==> src/design/edfrgs_pkg.sv <==
// edfrgs_pkg: shared constants, types and helpers of the edf resource grant scheduler
// no dependencies; imported by every module of the block
package edfrgs_pkg;

  // table geometry
  localparam int NUM_PROCESSES          = 8;
  localparam int NUM_RESOURCES          = 4;
  localparam int INSTANCES_PER_RESOURCE = 8;

  // field widths
  localparam int PROC_W     = 3;
  localparam int RES_W      = 2;
  localparam int INST_IDX_W = 3;
  localparam int CNT_W      = 4;
  localparam int DL_W       = 16;
  localparam int FREE_W     = $clog2(INSTANCES_PER_RESOURCE + 1);

  localparam logic [DL_W-1:0] CEILING_RESET = 16'd1000;

  // function codes of an input word
  localparam logic [1:0] FUNC_LOAD    = 2'd0;
  localparam logic [1:0] FUNC_DECIDE  = 2'd1;
  localparam logic [1:0] FUNC_RELEASE = 2'd2;

  typedef logic [INSTANCES_PER_RESOURCE-1:0] inst_mask_t;

  // one request row: per-resource counts and the deadline
  typedef struct packed {
    logic [NUM_RESOURCES-1:0][CNT_W-1:0] counts;
    logic [DL_W-1:0]                     deadline;
  } row_t;

  // release of one instance
  typedef struct packed {
    logic                  en;
    logic [RES_W-1:0]      res;
    logic [INST_IDX_W-1:0] inst;
  } release_t;

  // claim of the lowest free instances of one resource
  typedef struct packed {
    logic             en;
    logic [RES_W-1:0] res;
    logic [CNT_W-1:0] need;
  } claim_t;

  typedef logic [NUM_RESOURCES-1:0][FREE_W-1:0] free_cnt_t;

  typedef enum logic [2:0] {
    ST_IDLE,
    ST_ACK,
    ST_SCAN,
    ST_SCAN_END,
    ST_PICK,
    ST_GRANT
  } state_t;

  // number of set bits in an instance map
  function automatic logic [FREE_W-1:0] count_ones(inst_mask_t v);
    logic [FREE_W-1:0] n;
    n = '0;
    for (int i = 0; i < INSTANCES_PER_RESOURCE; i++) begin
      n = n + FREE_W'(v[i]);
    end
    return n;
  endfunction

endpackage

==> src/design/edfrgs_row_store.sv <==
// edfrgs_row_store: request table memory, one row per process, registered read
// depends on edfrgs_pkg
module edfrgs_row_store
  import edfrgs_pkg::*;
(
  input  logic              clk,
  input  logic              we,
  input  logic [PROC_W-1:0] waddr,
  input  row_t              wdata,
  input  logic [PROC_W-1:0] raddr,
  output row_t              rdata
);

  row_t mem [NUM_PROCESSES];

  // one write port, one registered read port
  always_ff @(posedge clk) begin
    if (we) begin
      mem[waddr] <= wdata;
    end
    rdata <= mem[raddr];
  end

endmodule

==> src/design/edfrgs_free_map.sv <==
// edfrgs_free_map: free-instance bitmaps, free counts and lowest-first claim logic
// depends on edfrgs_pkg
module edfrgs_free_map
  import edfrgs_pkg::*;
(
  input  logic       clk,
  input  logic       rst,
  input  release_t   rel,
  input  claim_t     claim,
  output free_cnt_t  free_cnt,
  output inst_mask_t got
);

  inst_mask_t map [NUM_RESOURCES];

  // pick the lowest-numbered free instances, one bit a step
  always_comb begin
    logic [CNT_W-1:0] left;
    inst_mask_t       sel;
    left = claim.need;
    sel  = map[claim.res];
    got  = '0;
    for (int i = 0; i < INSTANCES_PER_RESOURCE; i++) begin
      if (sel[i] && (left != '0)) begin
        got[i] = 1'b1;
        left   = left - CNT_W'(1);
      end
    end
  end

  // free counts per resource
  always_comb begin
    for (int r = 0; r < NUM_RESOURCES; r++) begin
      free_cnt[r] = count_ones(map[r]);
    end
  end

  // bitmap update: releases set a bit, claims clear the granted bits
  always_ff @(posedge clk) begin
    if (rst) begin
      for (int r = 0; r < NUM_RESOURCES; r++) begin
        map[r] <= '0;
      end
    end else begin
      if (rel.en) begin
        map[rel.res][rel.inst] <= 1'b1;
      end
      if (claim.en) begin
        map[claim.res] <= map[claim.res] & ~got;
      end
    end
  end

endmodule

==> src/design/edfrgs_row_check.sv <==
// edfrgs_row_check: shared compare unit, tests one row per cycle against free counts
// and the best deadline so far; depends on edfrgs_pkg
module edfrgs_row_check
  import edfrgs_pkg::*;
(
  input  row_t            row,
  input  logic            pending,
  input  free_cnt_t       free_cnt,
  input  logic [DL_W-1:0] best_dl,
  output logic            take
);

  logic fits;

  // every count must fit the free instances of its resource
  always_comb begin
    fits = 1'b1;
    for (int r = 0; r < NUM_RESOURCES; r++) begin
      if (row.counts[r] > free_cnt[r]) begin
        fits = 1'b0;
      end
    end
  end

  // strictly earlier deadline keeps the lowest index on ties
  assign take = pending && fits && (row.deadline < best_dl);

endmodule

==> src/design/edfrgs_resource_grant_scheduler_unit.sv <==
// edf_resource_grant_scheduler_unit: top level, sequencer, pending bits and result register
// depends on edfrgs_pkg, edfrgs_row_store, edfrgs_free_map, edfrgs_row_check

// Earliest-deadline-first grant scheduler. A load word writes one request row,
// a release word frees one resource instance, and both go through ST_ACK, which
// loads one acknowledge word into the output register once it is free and returns
// to idle, ready again. A decide word scans the eight rows through one shared compare
// unit, one row per cycle out of the request memory, lets the last compare settle in
// ST_SCAN_END, fetches the winner in ST_PICK and hands out one word per resource (four)
// in ST_GRANT while the result side takes them, or one word with grant_valid low when
// no row is eligible. The block takes one word at a time; a finished result sits in
// the output register while the next word is accepted. deadline_ceiling is written
// through the cfg port, always ready, by the user only while idle; the block does not enforce it.
module edf_resource_grant_scheduler_unit
  import edfrgs_pkg::*;
(
  input  logic                  clk,
  input  logic                  rst,
  // configuration
  input  logic                  cfg_valid,
  output logic                  cfg_ready,
  input  logic [DL_W-1:0]       cfg_data,
  // input channel
  input  logic                  in_valid,
  output logic                  in_ready,
  input  logic [1:0]            func,
  input  logic [PROC_W-1:0]     process_index,
  input  logic [CNT_W-1:0]      request_res0,
  input  logic [CNT_W-1:0]      request_res1,
  input  logic [CNT_W-1:0]      request_res2,
  input  logic [CNT_W-1:0]      request_res3,
  input  logic [DL_W-1:0]       request_deadline,
  input  logic                  row_valid,
  input  logic [RES_W-1:0]      release_resource,
  input  logic [INST_IDX_W-1:0] release_instance,
  // output channel
  output logic                  out_valid,
  input  logic                  out_ready,
  output logic                  grant_valid,
  output logic [PROC_W-1:0]     granted_process,
  output logic [RES_W-1:0]      granted_resource,
  output inst_mask_t            instance_mask,
  output logic                  last
);

  state_t            state, state_next;
  logic [DL_W-1:0]   ceiling;
  logic [PROC_W-1:0] ptr;
  logic              chk_vld;
  logic [PROC_W-1:0] chk_idx;
  logic [PROC_W-1:0] best_idx;
  logic [DL_W-1:0]   best_dl;
  logic              found;
  logic [RES_W-1:0]  gres;
  logic              pending [NUM_PROCESSES];

  logic              out_free;
  logic              out_load;
  logic              out_gv;
  logic              out_last;
  logic              mem_we;
  logic [PROC_W-1:0] rd_addr;
  logic              scan_start;
  logic              ptr_inc;
  row_t              w_row;
  row_t              rd_row;
  release_t          rel;
  claim_t            claim;
  free_cnt_t         free_cnt;
  inst_mask_t        got;
  logic              take;

  assign cfg_ready = 1'b1;
  assign out_free  = !out_valid || out_ready;

  // row written by a load
  always_comb begin
    w_row.counts[0] = request_res0;
    w_row.counts[1] = request_res1;
    w_row.counts[2] = request_res2;
    w_row.counts[3] = request_res3;
    w_row.deadline  = request_deadline;
  end

  edfrgs_row_store u_row_store (
    .clk   (clk),
    .we    (mem_we),
    .waddr (process_index),
    .wdata (w_row),
    .raddr (rd_addr),
    .rdata (rd_row)
  );

  edfrgs_free_map u_free_map (
    .clk      (clk),
    .rst      (rst),
    .rel      (rel),
    .claim    (claim),
    .free_cnt (free_cnt),
    .got      (got)
  );

  edfrgs_row_check u_row_check (
    .row      (rd_row),
    .pending  (pending[chk_idx]),
    .free_cnt (free_cnt),
    .best_dl  (best_dl),
    .take     (take)
  );

  // sequencer: next state and control
  always_comb begin
    state_next = state;
    in_ready   = 1'b0;
    rd_addr    = ptr;
    mem_we     = 1'b0;
    rel        = '0;
    claim      = '0;
    out_load   = 1'b0;
    out_gv     = 1'b0;
    out_last   = 1'b1;
    scan_start = 1'b0;
    ptr_inc    = 1'b0;
    unique case (state)
      ST_IDLE: begin
        in_ready = 1'b1;
        if (in_valid) begin
          unique case (func)
            FUNC_LOAD: begin
              mem_we     = 1'b1;
              state_next = ST_ACK;
            end
            FUNC_DECIDE: begin
              scan_start = 1'b1;
              state_next = ST_SCAN;
            end
            FUNC_RELEASE: begin
              rel.en     = 1'b1;
              rel.res    = release_resource;
              rel.inst   = release_instance;
              state_next = ST_ACK;
            end
            default: begin
              state_next = ST_ACK;
            end
          endcase
        end
      end
      ST_ACK: begin
        if (out_free) begin
          out_load   = 1'b1;
          state_next = ST_IDLE;
        end
      end
      ST_SCAN: begin
        ptr_inc = 1'b1;
        if (ptr == PROC_W'(NUM_PROCESSES - 1)) begin
          state_next = ST_SCAN_END;
        end
      end
      ST_SCAN_END: begin
        state_next = ST_PICK;
      end
      ST_PICK: begin
        rd_addr = best_idx;
        if (found) begin
          state_next = ST_GRANT;
        end else if (out_free) begin
          out_load   = 1'b1;
          state_next = ST_IDLE;
        end
      end
      ST_GRANT: begin
        rd_addr = best_idx;
        if (out_free) begin
          claim.en   = 1'b1;
          claim.res  = gres;
          claim.need = rd_row.counts[gres];
          out_load   = 1'b1;
          out_gv     = 1'b1;
          out_last   = (gres == RES_W'(NUM_RESOURCES - 1));
          if (out_last) begin
            state_next = ST_IDLE;
          end
        end
      end
      default: begin
        state_next = ST_IDLE;
      end
    endcase
  end

  // control registers
  always_ff @(posedge clk) begin
    if (rst) begin
      state     <= ST_IDLE;
      ceiling   <= CEILING_RESET;
      out_valid <= 1'b0;
      chk_vld   <= 1'b0;
      found     <= 1'b0;
      ptr       <= '0;
      gres      <= '0;
      for (int p = 0; p < NUM_PROCESSES; p++) begin
        pending[p] <= 1'b0;
      end
    end else begin
      state   <= state_next;
      chk_vld <= (state == ST_SCAN);
      if (cfg_valid) begin
        ceiling <= cfg_data;
      end
      if (out_load) begin
        out_valid <= 1'b1;
      end else if (out_ready) begin
        out_valid <= 1'b0;
      end
      if (scan_start) begin
        ptr   <= '0;
        found <= 1'b0;
        gres  <= '0;
      end else if (ptr_inc) begin
        ptr <= ptr + PROC_W'(1);
      end
      if (chk_vld && take) begin
        found <= 1'b1;
      end
      if (mem_we) begin
        pending[process_index] <= row_valid;
      end
      if (claim.en) begin
        gres <= gres + RES_W'(1);
        if (out_last) begin
          pending[best_idx] <= 1'b0;
        end
      end
    end
  end

  // scan datapath and result payload
  always_ff @(posedge clk) begin
    chk_idx <= ptr;
    if (scan_start) begin
      best_dl <= ceiling;
    end else if (chk_vld && take) begin
      best_dl  <= rd_row.deadline;
      best_idx <= chk_idx;
    end
    if (out_load) begin
      grant_valid      <= out_gv;
      granted_process  <= out_gv ? best_idx : '0;
      granted_resource <= out_gv ? gres : '0;
      instance_mask    <= out_gv ? got : '0;
      last             <= out_last;
    end
  end

  // a claim hands out exactly the requested number of instances
  a_claim_count: assert property (@(posedge clk) disable iff (rst)
    claim.en |-> ($countones(got) == 32'(claim.need)))
    else $error("claim mask does not match requested count");

  // a winner always lies strictly below the ceiling
  a_winner_below_ceiling: assert property (@(posedge clk) disable iff (rst)
    (state == ST_PICK && found) |-> (best_dl < ceiling))
    else $error("selected deadline not below ceiling");

  // a word without a grant is a lone final word with an empty mask
  a_no_grant_word: assert property (@(posedge clk) disable iff (rst)
    (out_valid && !grant_valid) |-> (last && instance_mask == '0))
    else $error("non-grant word carries data");

endmodule
==> config.mk <==
export PLATFORM = sky130hd
export DESIGN_NAME = edf_resource_grant_scheduler_unit
export DESIGN_NICKNAME = d
export VERILOG_FILES = /design/src/design/edfrgs_pkg.sv /design/src/design/edfrgs_row_store.sv /design/src/design/edfrgs_free_map.sv /design/src/design/edfrgs_row_check.sv /design/src/design/edfrgs_resource_grant_scheduler_unit.sv
export SDC_FILE = /design/constraint.sdc
export NUM_CORES = 1
export LEC_CHECK = 0
export BUFFER_PORTS_ARGS = -buffer_cell sky130_fd_sc_hd__buf_2
export CAP_MARGIN = 20
export CORE_AREA = 2 2 192 194
export DETAILED_ROUTE_END_ITERATION = 6
export DIE_AREA = 0 0 194 196
export HOLD_SLACK_MARGIN = 0.1
export PLACE_DENSITY = 0.67
export SYNTH_ARGS = -nofsm -noshare
export SYNTH_HDL_FRONTEND = slang
export SYNTH_SLANG_ARGS = --single-unit
==> constraint.sdc <==
create_clock -name clk -period 9.6 [get_ports clk]
set_input_delay 0.48 -clock clk [delete_from_list [all_inputs] [get_ports clk]]
set_output_delay 0.48 -clock clk [all_outputs]
set_load 0.05 [all_outputs]
==> metrics.txt <==
status complete, no violations; crit path kind reg -> reg; leakage 0.00758 uW; Top FF cell, synth edfxtp_1; DR vias 10200; max_cap viols 0; DP Area 18800 sq um; CTS Buf Count 42; number of port buffers 80; Post-Place Cells 1721; nature of the critical path startpoint flip-flop; mux contribution to synthesized area 13.2%; EDFF count, synth 330; Synth warnings 0; area grow syn2layout 13.4%; Tmin final 7500 ps; final std cell area, no fill 20200 sq um; Max Root-Sink Buffers 3; Tightest Hold Check Type in -> reg; Initial Util 49.5%; Worst VDD drop 171 uV; met2 Track Usage GR 34.1%; synth top area cells edfxtp_1 (56%), mux4_2 (9.0%), dfxtp_1 (7.0%); Die H 196 um; largest net degree at the start of global routing 69; Final nets 1427; met1 global-route usage 28.1%; Final setup viols 0; Critical Path RT 9900 ps; Post-CTS Setup Bufs 0; vias in the first global route 10600; first-pass GRT wire length 60.7 mm; Clock Tree Root clkbuf_16; fmax 133 MHz; gr usage total 20.8%; Placeable Area 36100 sq um; Worst Skew 30.4 ps; CTS H-tree lvls 2; Pwr Density 185 nW/um^2; final setup margin 2100 ps; post-synthesis xor/xnor area fraction 0.610%; most common cell after layout, fill and taps aside edfxtp_1; routed len/inst 21.5 um; Slew Limit Fails 0; compound-cell area share of the yosys netlist 7.66%; Worst setup EP type flip-flop; DRC 0; Core Util, Final 56.1%; Reg2Reg Depth 24; Final HPWL DP 25.0 mm; clock sink count 392; iteration count of the initial detailed-routing pass 5; Total Wirelength 38.7 mm; hold_buf cts 0; Starting DRT DRC Count 762; pre-CTS WS 2180 ps; cts repair resizes 0; area share of the largest cell type after synthesis 55.5%; Die Wd 194 um; syn_area_per_cell 14.8 sq um; GP Congestion 0.903; clk_lat worst skew 560 ps; Reg2Reg Setup Slack 2100 ps; largest family of logic cells by synthesized area multiplexers; Slew @ Worst Pin 1200 ps; fin crit share 78.1%; worst hold path stage count 2; share of cells above drive strength 1 23.7%; die area 38000 sq um; TNS Setup 0 ps; IO Pins 82; Non-Filler Instances 1801; register area share after synthesis 62.5%; CTS tree built; Post-synth ARST share 0%; row count 70; Distinct cells, synth 94; Mapped Cells 1209; Mapped Area 17800 sq um; post-route ant nets 0; critical path arrival 7800 ps; max_slew headroom 19.0%; grt met3 use 4.37%; RSZ-0062 raised after global routing false; GRT overflow 0; post-synthesis adder-cell area fraction 5.23%; syn_nets 1338; final hold vios 0; Critical Path Fanout Max 25; #FFs+latches synth 392; area leader, netlist edfxtp_1; most frequent cells in the layout edfxtp_1 (330), nand2_1 (89), inv_1 (82), buf_2 (80); Most Used Layer, Global Route met2; post-DR vias/cell 5.65; initial antenna violation count 5; clock slew at reported path FFs 60 ps; Synth Area in Simple Gates 7.75%
[synth_stat cells (5+ instances only)]
cell      instances
a31oi_1           5
edfxtp_1        330
fa_1             16
and3_1            6
o31ai_1           8
nand2_1          89
inv_1            82
o22ai_1           5
a21oi_1          35
dfxtp_1          62
ha_1             49
o21bai_1          8
a211o_1           7
nor2b_1          27
a21o_1           39
nor2_1           79
o21ai_0          14
mux2_2           37
mux4_2           71
a211oi_1          7
nor3_1           15
clkbuf_1         34
nand3_1          17
and2_1            6
nand2b_1          8
mux2i_1          33
buf_1             9
[where the power goes]
| group | leakage (uW) | internal (uW) | total (uW) | switching (uW) |
|---|---|---|---|---|
| Clock | 0.000682 | 941 | 1600 | 664 |
| Sequential | 0.00355 | 1870 | 1890 | 17.9 |
| Combinational | 0.00335 | 105 | 253 | 147 |
| Total | 0.00758 | 2920 | 3750 | 829 |
[critical path, stage by stage, from the launching register on]
cell and delay (ps):
dfxtp_1 970, nor2_1 180, o31ai_1 400, a21o_1 220, mux2_2 380, inv_2 80, ha_1 210, inv_1 70
o21ai_1 690, or3b_1 280, a32oi_2 100, nor2_1 390, inv_1 160, ha_1 340, or4_1 600, nand2_1 110
o221ai_1 140, a211oi_2 400, ha_1 240, and2_1 180, nand2_1 70, o22ai_1 140, o221ai_1 200, or2_0 290
o311a_1 370
[worst paths after layout]
kind,to,startpoint
worst min register to register,chk_idx[1],ptr[1]
worst max register to register,instance_mask[7],gres[1]
worst max-delay path,instance_mask[7],gres[1]
worst min-delay path,ceiling[8],cfg_data[8]
[routing by layer]
metal | vias to the layer above | wire (um) | part of all wire, %
met3 | 79 | 2310 | 6.0
met2 | 251 | 18500 | 48
li1 | 4768 | - | -
met1 | 5080 | 16900 | 44
met4 | 6 | 1010 | 2.6
met5 | - | 34 | 0.088
[logic make-up after synthesis]
group | Yosys count
AOI/OAI and AO/OA | 180
xor gates and xnor gates | 10
adders and majority gates | 65
buffers and inverters | 135
DFF | 392
muxes | 142
other | 1
and+or+nand+nor | 284
[state kept, by name (all words and copies together), names as in the netlist]
| register | flops |
|---|---|
| chk_idx | 3 |
| last | 1 |
| granted_process | 3 |
| instance_mask | 8 |
| u_row_store.mem | 256 |
| u_row_store.rdata | 32 |
| ceiling | 16 |
| best_dl | 16 |
| granted_resource | 2 |
| out_valid | 1 |
| best_idx | 3 |
| gres | 2 |
| grant_valid | 1 |
| found | 1 |
| ptr | 3 |
| u_free_map.map | 32 |
| pending | 8 |
| chk_vld | 1 |
| state | 3 |
[final cells by class]
type                       count  area [sq um]
fill                        2872         15800
antenna                        2          5.00
clock buffer                  54          1160
tap                          468           586
clock inverter                23           236
timing repair buffer          97           541
inverter                      83           312
sequential                   392         11200
multi-input combinational    682          6250
[metrics by stage]
step	hold slack, ps	power (uW)
CTS	117	3780
global route	129	3880
detailed placement	439	2180
global placement	437	2170
finish	136	3750
floorplan	366	2090
Power figures use the tool's default switching activity.
